===== src/hdl/uvs_pkg.sv =====
`default_nettype none
package uvs_pkg;

  localparam int CORDIC_STEPS = 24;
  localparam int SECTOR_FLOOR = 3;
  localparam int STACK_FLOOR = 2;
  localparam logic signed [32:0] CORDIC_X0 = 33'sh026DD3B6A;

  // register indexes on the configuration port
  localparam logic [1:0] REG_RADIUS = 2'd0;
  localparam logic [1:0] REG_SECTORS = 2'd1;
  localparam logic [1:0] REG_STACKS = 2'd2;

  typedef struct packed {
    logic        valid;
    logic [16:0] vertex_index;
    logic [16:0] next_row_index;
    logic        upper_tri;
    logic        lower_tri;
  } uvs_side_t;

  // arctangent of 2^-k in turns, scaled by 2^32
  function automatic logic signed [31:0] atan_turn(input int k);
    logic signed [31:0] a;
    begin
      unique case (k)
        0:  a = 32'sh20000000;
        1:  a = 32'sh12E4051D;
        2:  a = 32'sh09FB385B;
        3:  a = 32'sh051111D4;
        4:  a = 32'sh028B0D43;
        5:  a = 32'sh0145D7E1;
        6:  a = 32'sh00A2F61E;
        7:  a = 32'sh00517C55;
        8:  a = 32'sh0028BE53;
        9:  a = 32'sh00145F2E;
        10: a = 32'sh000A2F98;
        11: a = 32'sh000517CC;
        12: a = 32'sh00028BE6;
        13: a = 32'sh000145F3;
        14: a = 32'sh0000A2F9;
        15: a = 32'sh0000517C;
        16: a = 32'sh000028BE;
        17: a = 32'sh0000145F;
        18: a = 32'sh00000A2F;
        19: a = 32'sh00000517;
        20: a = 32'sh0000028B;
        21: a = 32'sh00000145;
        22: a = 32'sh000000A2;
        23: a = 32'sh00000051;
        default: a = 32'sh00000000;
      endcase
      return a;
    end
  endfunction

endpackage
`default_nettype wire


===== src/hdl/uvs_cordic_cell.sv =====
`default_nettype none
// One rotation-mode CORDIC micro-rotation; the quadrant rides along.
module uvs_cordic_cell
  import uvs_pkg::*;
#(
  parameter int STEP = 0
) (
  input  wire logic               clk,
  input  wire logic signed [32:0] x_in,
  input  wire logic signed [32:0] y_in,
  input  wire logic signed [31:0] z_in,
  input  wire logic        [1:0]  quad_in,
  output logic signed      [32:0] x_out,
  output logic signed      [32:0] y_out,
  output logic signed      [31:0] z_out,
  output logic             [1:0]  quad_out
);

  localparam logic signed [31:0] ATAN = atan_turn(STEP);

  logic signed [32:0] dx;
  logic signed [32:0] dy;

  always_comb begin
    dx = y_in >>> STEP;
    dy = x_in >>> STEP;
  end

  always_ff @(posedge clk) begin
    if (!z_in[31]) begin
      x_out <= x_in - dx;
      y_out <= y_in + dy;
      z_out <= z_in - ATAN;
    end else begin
      x_out <= x_in + dx;
      y_out <= y_in - dy;
      z_out <= z_in + ATAN;
    end
    quad_out <= quad_in;
  end

endmodule
`default_nettype wire


===== config.mk =====
export PLATFORM = sky130hd
export DESIGN_NAME = uvs_cordic_cell
export DESIGN_NICKNAME = d
export VERILOG_FILES = /design/src/hdl/uvs_pkg.sv /design/src/hdl/uvs_cordic_cell.sv
export SDC_FILE = /design/constraint.sdc
export NUM_CORES = 1
export LEC_CHECK = 0
export BUFFER_PORTS_ARGS = -buffer_cell sky130_fd_sc_hd__buf_4
export CAP_MARGIN = 20
export CORE_MARGIN = 4
export CORE_UTILIZATION = 50
export CTS_CLUSTER_SIZE = 30
export DETAILED_ROUTE_END_ITERATION = 12
export PLACE_DENSITY = 0.75
export SLEW_MARGIN = 25
export SYNTH_ARGS = -nofsm -noshare
export SYNTH_HDL_FRONTEND = slang
export SYNTH_SLANG_ARGS = --single-unit

===== constraint.sdc =====
create_clock -name clk -period 2.8 [get_ports clk]
set_input_delay 0.28 -clock clk [delete_from_list [all_inputs] [get_ports clk]]
set_output_delay 0.28 -clock clk [all_outputs]
set_load 0.005 [all_outputs]

==> results.cfg, run 1 <==
[global_route]
grt_pass1_vias = 7920
overflow = 0
grt_util_all_layers = 0.276
grt_pass1_wl_mm = 39.9
grt_max_degree = 40
antenna_found_initial = 0

[synth]
synthTopCellsByCount = a21oi_1 (130), ha_1 (104), inv_1 (100)
synthSimpleGateAreaFrac = 0.134
synth_top_flop_cell = dfxtp_1
ys_types = 78
synthMuxAreaShare = 0.0180
syn_area_um2 = 7800
yosys.area.top_type = dfxtp_1
async_reset_ff_frac = 0
ys_seq_area_frac = 0.254
syn_avg_cell_area_um2 = 8.05
synth-compound-area-share = 0.267
synth-edff-count = 0
synth_top_area_frac = 0.254
synth_nets = 1178
ys_seq_elements = 99
synth_warnings = 0
synth.most_common_cell = a21oi_1
synth_top_family_by_area = compound AO/OA/AOI/OAI gates
synth_fa_ha_area_frac = 0.177
syn_inst = 969
synth_xor_area_frac = 0.0696
synth_area_leaders = dfxtp_1 (25%), ha_1 (17%), a21oi_1 (8.3%)

[cts]
clockRootBuffer = clkbuf_16
cts.htree.levels = 3
numCtsBuffers = 9
cts_tree = yes
clk_pin_slew_ns = 0.07
cts.sinks = 99
cts_buffer_depth = 2
post_cts_buffers = 0

[critical_path]
critical_path_class = input port to flop
crit_path_max_incr_delay_ns = 0.37
end_kind = flop
cp_num_buf_inv = 2
cp_data_required_time_ns = 3.09
crit_chain = buf_4 > ha_1 > fa_2 > nor2b_1 > o21ai_1 > buf_4 > a21oi_1 > a211oi_2 > o21ai_2 > a221oi_4 > a21oi_2 > a311oi_1 > xnor2_1
crit_start = x_in[0]
critPathMostFrequentCell = buf_4
worstPathArrival_ns = 2.97
critPathMaxFanout = 3
critPathTopFamily = compound AO/OA/AOI/OAI gates
cpMaxStageDelayCell = fa_2
startpoint_type = input port

[place]
pre_cts_slack_ns = -0.193
hpwlAfterDp_mm = 20.9
portBuffers = 200
dpl_cell_area_um2 = 10400
routabilityCongestion = 0.996
dp.cells = 1476

[cells_and_area]
finalNetCount = 1485
regArea_um2 = 1980
design_area_um2 = 10700
layout-area-overhead-vs-synth_pct = 37.5
n_antenna_cell = 0
layout-drive-gt1-share = 0.304
post-route-util = 0.703
fin_cells = 1492
multi_input_comb_area_um2 = 5210
fillers = 1272

[sta]
relSlewSlack = 0.532
slew_viol_final = 0
finalSetupViolations = 0
worst_pin_slew_ns = 0.696
min_period_ns = 2.68
layout_setup_ws_ns = 0.125
report.final.hold_viol_count = 0
tns_ns = 0
hold_slack_ns = 0.0195
finalCritPeriodShare = 0.955
fmax_ghz = 0.374
rsz0062_at_grt = false

[detailed_routing]
routed_wl_mm = 25.6
routedWlPerCell_um = 17.2
drt_first_pass_iters = 6
ant_nets = 0
viasPerCell = 5.54
drc = 0
vias = 8271
drt_iter0_drc = 690

[outcome]
outcome = finished clean

[floorplanning]
die_width_um = 133
io_pins = 201
die_area_um2 = 17700
start_util = 0.511
core-area_um2 = 15300
row_count = 45
fp.dieH_um = 133

[flow_run]
drv_cap = 0

[hold_path]
hold_path.class = input port to flop
min_from = z_in[24]

[power_and_ir_drop]
leakagePower_nw = 5.25
power_density_nw_per_um2 = 491
p_total_mw = 5.27
irDropWorstVdd_uv = 347
[logic make-up (layout without fill, tap and decap cells)]
family          Yosys count  count (layout)
flops                    99              99
simple gates            218             218
fa+ha+maj               108             108
compound gates          322             322
mux                      14              14
buf+inv                 146             458
xor+xnor                 62              62
[where the power goes]
part | leakage, nW | switching, mW | internal [mW]
Sequential | 0.835 | 0.0834 | 1.66
Combinational | 4.26 | 1.09 | 1.09
Clock | 0.153 | 0.625 | 0.719
Total | 5.25 | 1.80 | 3.47
[cell usage in the layout (no fill, tap or decap), types with 3 or more instances in the layout]
| cell | count |
|---|---|
| and2_1 | 3 |
| nand4_1 | 6 |
| a21oi_1 | 128 |
| buf_4 | 334 |
| inv_1 | 100 |
| or3_1 | 5 |
| inv_6 | 3 |
| nand2_1 | 56 |
| xnor2_1 | 58 |
| mux2i_1 | 14 |
| nand2b_1 | 7 |
| xor2_1 | 4 |
| nor4_1 | 5 |
| a211oi_1 | 12 |
| o21bai_1 | 27 |
| a21o_1 | 11 |
| and3_1 | 3 |
| o211ai_1 | 7 |
| clkbuf_16 | 9 |
| a211o_1 | 5 |
| inv_2 | 4 |
| o31a_1 | 4 |
| o31ai_1 | 9 |
| a31oi_1 | 11 |
| dfxtp_1 | 99 |
| or2_2 | 5 |
| ha_1 | 104 |
| nand3_1 | 12 |
| nor3_1 | 14 |
| a21oi_2 | 5 |
| fa_1 | 3 |
| o21ai_1 | 4 |
| nor2b_1 | 7 |
| nor3b_1 | 4 |
| o21ai_0 | 63 |
| a211oi_2 | 3 |
| nor2_1 | 75 |
[metal layers]
metal,part of all wire,track usage
met3,0.080,0.0536
met5,0,0
met4,0.033,0.0941
met2,0.47,0.470
met1,0.42,0.350
[layout make-up]
cell class | count | share of cell area
multi-input combinational | 724 | 0.486
timing repair buffer | 336 | 0.238
sequential | 99 | 0.185
inverter | 106 | 0.0371
tap | 211 | 0.0246
clock buffer | 9 | 0.0210
clock inverter | 7 | 0.00898
[final timing paths]
path	slack [ns]	end	cells after the start
hold / removal	0.02	z_out[24]	1
setup / recovery	0.12	y_out[30]	13
[flip-flops by register name (all words and copies together), names as in the netlist]
signal	cells
quad_out	2
x_out	33
y_out	32
z_out	32
[what timing repair did]
| item | CTS | global route |
|---|---|---|
| hold buffers | 0 | 0 |
| setup endpoints to repair | 0 | 8 |
| resized for setup | 0 | 6 |
Power figures use the tool's default switching activity.
==> run 2, diff against run 1 <==
Settings changed: HOLD_SLACK_MARGIN set to 0.03.
==> run 2 against run 1 <==
Effect of this change:
- wire length rose by 3.3%
- total power rose by 0.94%
- sequential cell count did not move
- non-clock buffer count rose by 31
- first-iteration DRC count rose by 4.1%
- critical path type unchanged
==> results.cfg, run 2 (synthesized netlist as in run 1, its figures left out) <==
[critical_path]
critical_path_class = input port to flop
cpMaxStageDelayCell = fa_2
cp_data_required_time_ns = 3.09
critPathMaxFanout = 3
end_kind = flop
worstPathArrival_ns = 2.99
cp_num_buf_inv = 2
critPathTopFamily = compound AO/OA/AOI/OAI gates
crit_path_max_incr_delay_ns = 0.38
crit_chain = buf_4 > ha_1 > fa_2 > nor2b_1 > o21ai_1 > buf_4 > a21oi_1 > a211oi_2 > o21ai_2 > a221oi_4 > a21oi_2 > a311oi_1 > xnor2_1
startpoint_type = input port
critPathMostFrequentCell = buf_4

[power_and_ir_drop]
p_total_mw = 5.32
leakagePower_nw = 5.38
irDropWorstVdd_uv = 350
power_density_nw_per_um2 = 482

[sta]
tns_ns = 0
hold_slack_ns = 0.100
finalCritPeriodShare = 0.963
slew_viol_final = 0
worst_pin_slew_ns = 0.688
report.final.hold_viol_count = 0
layout_setup_ws_ns = 0.105
relSlewSlack = 0.541
finalSetupViolations = 0
min_period_ns = 2.70
fmax_ghz = 0.371

[detailed_routing]
drt_first_pass_iters = 5
vias = 8355
drt_iter0_drc = 718
drc = 0
routedWlPerCell_um = 17.4
ant_nets = 0
viasPerCell = 5.49
routed_wl_mm = 26.4

[global_route]
grt_pass1_vias = 8031
grt_pass1_wl_mm = 41.0
overflow = 0
grt_util_all_layers = 0.284
grt_max_degree = 40
antenna_found_initial = 0

[cells_and_area]
layout-drive-gt1-share = 0.297
n_antenna_cell = 0
finalNetCount = 1516
layout_commonest_cell = buf_4
design_area_um2 = 11000
reg_top3 = x_out x33, y_out x32, z_out x32
largest_register_ffs = 33
final_cell_mix = buf_4 (334), a21oi_1 (128), ha_1 (104)
layout-area-overhead-vs-synth_pct = 41.5
fin_cells = 1523
top_register = x_out
post-route-util = 0.723

[place]
portBuffers = 200
pre_cts_slack_ns = -0.193
dp.cells = 1476
dpl_cell_area_um2 = 10400
routabilityCongestion = 0.996
hpwlAfterDp_mm = 20.9

[floorplanning]
start_util = 0.511
row_count = 45
io_pins = 201
core-area_um2 = 15300
die_area_um2 = 17700
die_width_um = 133
fp.dieH_um = 133

[cts]
cts_tree = yes
clockRootBuffer = clkbuf_16
clk_pin_slew_ns = 0.07
cts.sinks = 99
numCtsBuffers = 9
cts.htree.levels = 3
cts_buffer_depth = 2

[flow_run]
drv_cap = 0

[hold_path]
hold_path.class = input port to flop

[outcome]
outcome = finished clean
[run 2: cell types whose count changed in the layout (fill, tap and decap cells not counted)]
cell / before / now
dlygate4sd3_1: 0 / 31
[run 2: final timing paths]
kind                  from        end  cells after the start
setup / recovery   x_in[0]  y_out[30]                     13
hold / removal    z_in[29]  z_out[29]                      2
[run 2: report_power, final]
part | leakage [nW] | switching, mW | internal, mW
registers | 0.835 | 0.0856 | 1.66
logic | 4.39 | 1.11 | 1.12
clock network | 0.153 | 0.628 | 0.719
[run 2: layout make-up]
type / instances / area [µm²]
clock buffers: 9 / 225
fillers: 1202 / 4220
inverters: 106 / 398
clock inverters: 7 / 96.3
well taps: 211 / 264
multi-input cells: 724 / 5210
repair buffers: 367 / 2860
flip-flops and latches: 99 / 1980
[run 2: repair_timing]
item / CTS / global route
gates resized for setup: 0 / 6
endpoints found under the hold margin: 30 / 1
buffers inserted: 0 / 0
hold buffers: 30 / 1
setup endpoints to repair: 0 / 8
[run 2: per-layer routing]
layer	track usage	wire, µm	vias up
met5	0	0	-
met4	0.0912	804	0
met3	0.0536	2160	67
met2	0.486	12500	435
met1	0.359	11000	3828
li1	-	-	4025
