### config.mk
export PLATFORM = sky130hd
export DESIGN_NAME = uvs_div_cell
export DESIGN_NICKNAME = d
export VERILOG_FILES = /design/src/hdl/uvs_pkg.sv /design/src/hdl/uvs_div_cell.sv
export SDC_FILE = /design/constraint.sdc
export NUM_CORES = 1
export LEC_CHECK = 0
export ABC_AREA = 1
export BUFFER_PORTS_ARGS = -buffer_cell sky130_fd_sc_hd__buf_2
export CAP_MARGIN = 25
export CORE_AREA = 10 10 71 73
export DETAILED_ROUTE_END_ITERATION = 8
export DIE_AREA = 0 0 81 83
export HOLD_SLACK_MARGIN = 0.08
export MAX_ROUTING_LAYER = met4
export PLACE_DENSITY = 0.79
export SETUP_SLACK_MARGIN = 0.2
export SLEW_MARGIN = 20
export SYNTH_ARGS = -nofsm -noshare
export SYNTH_HDL_FRONTEND = slang
export SYNTH_SLANG_ARGS = --single-unit
### constraint.sdc
create_clock -name clk -period 1.8 [get_ports clk]
set_input_delay 0.18 -clock clk [delete_from_list [all_inputs] [get_ports clk]]
set_output_delay 0.18 -clock clk [all_outputs]
set_load 0.02 [all_outputs]
### src/hdl/uvs_pkg.sv
`default_nettype none
package uvs_pkg;

  localparam int CORDIC_STEPS = 24;
  localparam int SECTOR_FLOOR = 3;
  localparam int STACK_FLOOR = 2;
  localparam logic signed [32:0] CORDIC_X0 = 33'sh026DD3B6A;

  // register indexes on the configuration port
  localparam logic [1:0] REG_RADIUS = 2'd0;
  localparam logic [1:0] REG_SECTORS = 2'd1;
  localparam logic [1:0] REG_STACKS = 2'd2;

  typedef struct packed {
    logic        valid;
    logic [16:0] vertex_index;
    logic [16:0] next_row_index;
    logic        upper_tri;
    logic        lower_tri;
  } uvs_side_t;

  // arctangent of 2^-k in turns, scaled by 2^32
  function automatic logic signed [31:0] atan_turn(input int k);
    logic signed [31:0] a;
    begin
      unique case (k)
        0:  a = 32'sh20000000;
        1:  a = 32'sh12E4051D;
        2:  a = 32'sh09FB385B;
        3:  a = 32'sh051111D4;
        4:  a = 32'sh028B0D43;
        5:  a = 32'sh0145D7E1;
        6:  a = 32'sh00A2F61E;
        7:  a = 32'sh00517C55;
        8:  a = 32'sh0028BE53;
        9:  a = 32'sh00145F2E;
        10: a = 32'sh000A2F98;
        11: a = 32'sh000517CC;
        12: a = 32'sh00028BE6;
        13: a = 32'sh000145F3;
        14: a = 32'sh0000A2F9;
        15: a = 32'sh0000517C;
        16: a = 32'sh000028BE;
        17: a = 32'sh0000145F;
        18: a = 32'sh00000A2F;
        19: a = 32'sh00000517;
        20: a = 32'sh0000028B;
        21: a = 32'sh00000145;
        22: a = 32'sh000000A2;
        23: a = 32'sh00000051;
        default: a = 32'sh00000000;
      endcase
      return a;
    end
  endfunction

endpackage
`default_nettype wire

### src/hdl/uvs_div_cell.sv
`default_nettype none
// One restoring division step: shift in a dividend bit, subtract if it fits.
module uvs_div_cell
  import uvs_pkg::*;
#(
  parameter int DW = 10,
  parameter int NW = 27
) (
  input  wire logic          clk,
  input  wire logic [DW-1:0] divisor,
  input  wire logic [DW-1:0] rem_in,
  input  wire logic [NW-1:0] q_in,
  output logic      [DW-1:0] rem_out,
  output logic      [NW-1:0] q_out
);

  logic [DW:0] trial;
  logic        fits;

  always_comb begin
    trial = {rem_in, q_in[NW-1]};
    fits = (trial >= {1'b0, divisor});
  end

  always_ff @(posedge clk) begin
    if (fits) begin
      rem_out <= DW'(trial - {1'b0, divisor});
    end else begin
      rem_out <= trial[DW-1:0];
    end
    q_out <= {q_in[NW-2:0], fits};
  end

endmodule
`default_nettype wire

==> results of run 1 <==
## flip-flops by register name (all words and copies together) (netlist names)
signal   count
rem_out     10
q_out       27
## per-stage QoR
step	cells	setup WS, ns	hold slack [ns]
after CTS	339	0.353	0.104
after global routing	339	0.227	0.117
after global placement	305	0.139	0.282
after detailed placement	305	0.0683	0.284
after floorplan	174	0.370	0.208
final	339	0.306	0.105
## power breakdown
part	switching (mW)	internal (mW)	leakage (nW)
logic	0.329	0.221	0.924
registers	0.0190	0.894	0.312
clock network	0.291	0.268	0.0450
## how the worst max path moves through the flow
| stage | cells after the start | from | to | slack, ns |
|---|---|---|---|---|
| 2_1_floorplan | 11 | divisor[5] | rem_out[9] | 0.37 |
| 3_3_place_gp | 12 | divisor[5] | rem_out[9] | 0.14 |
| 3_5_place_dp | 12 | divisor[5] | rem_out[9] | 0.07 |
| 4_1_cts | 12 | divisor[5] | rem_out[9] | 0.35 |
| 5_1_grt | 12 | divisor[5] | rem_out[9] | 0.23 |
| 6_report | 12 | divisor[5] | rem_out[5] | 0.31 |
## cell usage after synthesis, drive strengths merged
| cell | n | area share [%] |
|---|---|---|
| and2 | 1 | 0.58 |
| buf | 1 | 1.3 |
| nand2 | 62 | 17 |
| inv | 28 | 7.0 |
| o21ai | 1 | 0.33 |
| nand3 | 13 | 6.5 |
| dfxtp | 37 | 49 |
| fa | 1 | 1.3 |
| xor2 | 3 | 1.7 |
| nand4 | 1 | 0.42 |
| nor2 | 7 | 2.1 |
| a21oi | 5 | 1.9 |
| nand3b | 1 | 0.50 |
| nor3 | 1 | 0.33 |
| or2 | 1 | 0.42 |
| o21bai | 1 | 0.50 |
| ha | 10 | 8.3 |
## routing by layer
metal	track usage (%)	wire length (um)
met1	17.9	2200
met2	24.4	2390
met3	5.17	562
met4	5.63	68
met5	-	0
## cells by family after synthesis
logic type                 count (synthesis)  share of synthesized area [%]
buffers and inverters                     29                           8.32
xor gates and xnor gates                   3                           1.75
DFF                                       37                           49.3
and+or+nand+nor                           87                           28.3
AOI/OAI and AO/OA                          7                           2.75
adders and majority gates                 11                           9.65
## final cells by class
cell class	count	area [sq um]
fillers	276	1320
flip-flops and latches	37	741
repair buffers	110	681
multi-input cells	108	641
inverters	28	108
clock buffers	6	72.6
well taps	48	60.1
clock inverters	2	10.0
## critical path, cell delays in order
cell	delay, ns
buf_2	0.09
inv_1	0.05
ha_1	0.40
nand2_2	0.15
inv_1	0.07
a21oi_2	0.18
nand2_2	0.08
nand2_2	0.08
nand2_4	0.14
inv_4	0.15
nand2_1	0.08
nand2_1	0.07
## timing repair
item / CTS / global route
hold buffers: 26 / 0
endpoints found under the setup margin: 0 / 9
resized for setup: 0 / 2
endpoints found under the hold margin: 26 / 0
==> impl_results.md, run 1 <==
- Status: finished clean
- Final worst-path cycle share: 83.0%
- Setup TNS: 0 ns
- Setup Viol. Count Final: 0
- DRT Wirelength: 5220 um
- Worst hold path depth: 3
- Cell Area, Synth: 1500 sq um
- Fin. Hold Viols: 0
- Leakage: 1.28 nW
- Clock-pin slew on the worst setup and hold paths: 0.07 ns
- Number of global-route vias before repair: 1607
- Leading cell type in the layout, fill and taps excluded: buf_2
- Cell variety after synth: 24
- Total Routing Usage GR: 15.6%
- Antenna cell count: 0
- Row count: 22
- Pwr dens: 874 nW/um^2
- # port buffers: 84
- Maximum VDD drop: 0.386 mV
- Pre-antenna DRT Iters: 7
- Most frequent cells in the layout: buf_2, nand2_1, dfxtp_1, inv_1, dlygate4sd3_1
- Placed Area: 1960 sq um
- Clock buffer depth: 2
- Mean Syn Cell Area: 8.64 sq um
- Fin area: 2310 sq um
- Gr ovfl total: 0
- Highest clock rate: 669 MHz
- Slew headroom: 82.4%
- Worst-margin pin slew: 0.264 ns
- Fraction of layout cells with a size suffix above 1: 38.5%
- Finished Core Util: 63.6%
- # IOs: 85
- Total power: 2.02 mW
- Global placement routability congestion: 0.867
- Core ar.: 3630 sq um
- Initial Util: 41.4%
- HPWL after DPL: 3390 um
- Drt drc: 0
- Vias post-DR: 1514
- WP data arrival: 1.73 ns
- Area growth, synth to finish: 53.7%
- CTS tree: done
- Number of H-tree levels: 2
- Largest net degree at the start of global routing: 14
- Via density: 4.47
- Critical Path Sink Type: register
- Die Width: 81 um
- RSZ-0062 raised after global routing: false
- Maxcap violations: 0
- Routed wire length per instance: 15.4 um
- Die Area: 6720 sq um
- Startpoint types: input port
- Fin. max-slew vios: 0
- Synth Instances: 174
- Data required time at the worst endpoint: 2.03 ns
- Sequential area share after synthesis: 49.3%
- Global-route wire length before repair: 8180 um
- Crit Path Max Fanout: 13
- Period minus WS final: 1.49 ns
- Nets: 349
- Sink Count: 37
- Worst min-delay path class: in -> reg
- Synth Warn #: 0
- #FFs+latches synth: 37
- Setup Buffers After CTS: 0
- Hold path start: rem_in[7]
- Crit Path Class: in -> reg
- CTS Buf Count: 5
- Worst Hold End: rem_out[8]
- Post-route ant nets: 0
- Die height: 83 um
- Net count after synthesis: 233
- Clock root cell: clkbuf_8
- Violation count after the first detailed-route iteration: 97
- Initial antenna violation count: 0
No activity file was read; power rests on OpenSTA's default activity.
==> run 2, diff against run 1 <==
ABC_AREA = 0   (was 1)
CORE_AREA = 10 10 72 74   (was 10 10 71 73)
DIE_AREA = 0 0 82 84   (was 0 0 81 83)
PLACE_DENSITY = 0.76   (was 0.79)
clock period = 1.3 ns   (was 1.8 ns; I/O delays follow)
==> impl_results.md, run 2 <==
- Status: finished, violations left
- Failing checks: negative setup slack
- Top reg by flops: q_out
- Period minus WS final: 1.58 ns
- Number of H-tree levels: 2 (unchanged)
- Global-route wire length before repair: 7470 um (-8.7%)
- Initial antenna violation count: 0 (unchanged)
- PnR worst setup slack: -0.285 ns (-0.591 ns)
- Clock root cell: clkbuf_8
- Pre-antenna DRT Iters: 2 (-5)
- Crit Path Class: in -> reg
- Leading cell type in the layout, fill and taps excluded: buf_2
- RSZ-0062 raised after global routing: true
- Mean Syn Cell Area: 12.2 sq um (+41%)
- Nets: 317 (-9.2%)
- Synth Warn #: 0 (unchanged)
- Gr ovfl total: 0 (unchanged)
- Placed Area: 2240 sq um (+14%)
- Area leader, netlist: dfxtp_1
- Fin. max-slew vios: 0 (unchanged)
- Die Width: 82 um (+1.2%)
- Net count after synthesis: 171 (-27%)
- Row count: 23 (+4.5%)
- Antenna cell count: 0 (unchanged)
- Global placement routability congestion: 0.839 (-3.2%)
- Maximum VDD drop: 0.435 mV (+13%)
- Die Area: 6890 sq um (+2.5%)
- Maxcap violations: 0 (unchanged)
- Number of global-route vias before repair: 1496 (-6.9%)
- Clock-pin slew on the worst setup and hold paths: 0.08 ns (about the same)
- Clock power share: 25.1% (-2.6 points)
- WP data arrival: 1.77 ns (+0.04 ns)
- Fraction of layout cells with a size suffix above 1: 64.1% (+26 points)
- Worst min-delay path class: in -> reg
- CTS Buf Count: 5 (unchanged)
- Total Routing Usage GR: 13.9% (-1.6 points)
- Synth Instances: 112 (-36%)
- Crit Path Max Fanout: 2 (-11)
- Core ar.: 3860 sq um (+6.1%)
- Worst-margin pin slew: 0.302 ns (+0.0384 ns)
- Top post-synthesis cells by area: dfxtp_1, ha_1, mux2_4, inv_1, xnor2_1
- Max FFs per register: 27 (unchanged)
- Largest net degree at the start of global routing: 12 (-2)
- DRT Wirelength: 4830 um (-7.6%)
- Violation count after the first detailed-route iteration: 24 (-75%)
- Slew headroom: 79.9% (-2.6 points)
- Comb pwr share: 33.3% (+6.1 points)
- CP Launch Point: q_in[26]
- Cell Area, Synth: 1360 sq um (-9.3%)
- Drt drc: 0 (unchanged)
- Leakage: 1.30 nW (+1.4%)
- Critical Path Sink Type: register
- Sequential area share after synthesis: 54.3% (+5.1 points)
- # port buffers: 84 (unchanged)
- Pwr dens: 1120 nW/um^2 (+28%)
- # IOs: 85 (unchanged)
- Setup Viol. Count Final: 11 (+11)
- Int Power: 2.15 mW (+55%)
- Final worst-path cycle share: 122%
- HPWL after DPL: 3520 um (+3.9%)
- Most common cell in the netlist: dfxtp_1
- Most frequent cells in the layout: buf_2, dfxtp_1, dlygate4sd3_1, buf_4, ha_4
- Via density: 4.36 (-2.5%)
- Highest clock rate: 631 MHz
- Hold path start: q_in[26]
- Synth top cells by count: dfxtp_1, inv_1, ha_1, mux2_4
- Cell variety after synth: 32 (+33%)
- Fin. Hold Viols: 0 (unchanged)
- Routed wire length per instance: 15.6 um (+1.4%)
- Area growth, synth to finish: 99.3%
- #FFs+latches synth: 37 (unchanged)
- Initial Util: 35.4% (-6.0 points)
- CTS tree: done
- Sequential power share: 41.6% (-3.6 points)
- Number of synthesized flops with an enable pin: 0 (unchanged)
- Top cell type's share of synthesized area: 54.3% (+5.1 points)
- Clock buffer depth: 2 (unchanged)
- Psw: 0.902 mW (+41%)
- Vias post-DR: 1346 (-11%)
- Post-route ant nets: 0 (unchanged)
- Die height: 84 um (+1.2%)
- Fraction of registers with async set or reset after synthesis: 0% (unchanged)
- Worst hold path depth: 3 (unchanged)
- Total power: 3.05 mW (+51%)
- Fin area: 2720 sq um (+18%)
- Sw frac: 29.6% (-2.0 points)
- Data required time at the worst endpoint: 1.48 ns (-0.55 ns)
- Top flop regs: q_out: 27 flops, rem_out: 10 flops
- Top FF cell, synth: dfxtp_1
- Sink Count: 37 (unchanged)
- Filler cell count: 285 (+3.3%)
- Startpoint types: input port
run 2: repair_timing:
| action | in CTS | in global routing |
|---|---|---|
| pin swaps | 15 | 11 |
| hold buffers | 26 | 0 |
| endpoints found under the setup margin | 11 | 11 |
| gates resized for setup | 15 | 7 |
| setup buffers | 1 | 4 |
| hold endpoints to repair | 26 | 0 |
run 2: area by class of cell:
class / instances / area (sq um) / area share [%]
Clock buffer: 6 / 72.6 / 2.67
Clock inverter: 2 / 10.0 / 0.368
Inverter: 13 / 77.6 / 2.85
Multi-Input combinational cell: 62 / 820 / 30.2
Sequential cell: 37 / 741 / 27.3
Tap cell: 50 / 62.6 / 2.30
Timing Repair Buffer: 139 / 935 / 34.4
run 2: final timing paths:
| path | end | slack (ns) |
|---|---|---|
| min | rem_out[0] | 0.09 |
| max | rem_out[8] | -0.28 |
run 2: layer usage:
metal,vias up,part of all wire [%],track usage (%)
met2,73,46,22.4
met3,6,12,5.17
met1,595,42,15.7
met5,-,0,-
li1,672,-,-
met4,0,0.68,3.72
run 2: worst max-delay path, cell delays in order:
cell and delay (ns):
buf_12 0.11, inv_12 0.04, ha_4 0.11, inv_2 0.03
fa_2 0.34, a211oi_2 0.26, o21bai_2 0.12, a221oi_2 0.26
xnor2_1 0.09, mux2_4 0.25
run 2: power by group through the flow:
stage               Combinational, mW  Sequential, mW  Clock, mW
finish                           1.02            1.27      0.767
global route                     1.09            1.28      0.843
CTS                             0.983            1.27      0.794
detailed placement              0.871            1.29          0
global placement                0.856            1.29          0
floorplan                       0.381            1.44          0
run 2: per-stage QoR:
step	worst slack [ns]	setup TNS [ns]	util (%)	std cells	hold WS, ns
2_1_floorplan	-0.370	-2.77	-	112	0.158
3_3_place_gp	-0.589	-5.44	58.2	270	0.232
3_5_place_dp	-0.634	-5.64	58.2	270	0.234
4_1_cts	-0.267	-1.27	68.9	305	0.0869
5_1_grt	-0.348	-2.48	70.5	309	0.0912
6_report	-0.285	-1.79	70.5	309	0.0918
run 2: cell families (layout without fill, tap and decap cells):
logic type / count (synthesis) / after routing / synth area share, %
XOR/XNOR: 7 / 7 / 4.50
AO/OA/AOI/OAI: 19 / 19 / 11.4
adder cells (fa/ha/maj): 11 / 11 / 10.6
multiplexers: 9 / 9 / 9.27
AND/OR/NAND/NOR: 16 / 16 / 6.15
buffers and inverters: 13 / 160 / 3.76
flip-flops: 37 / 37 / 54.3
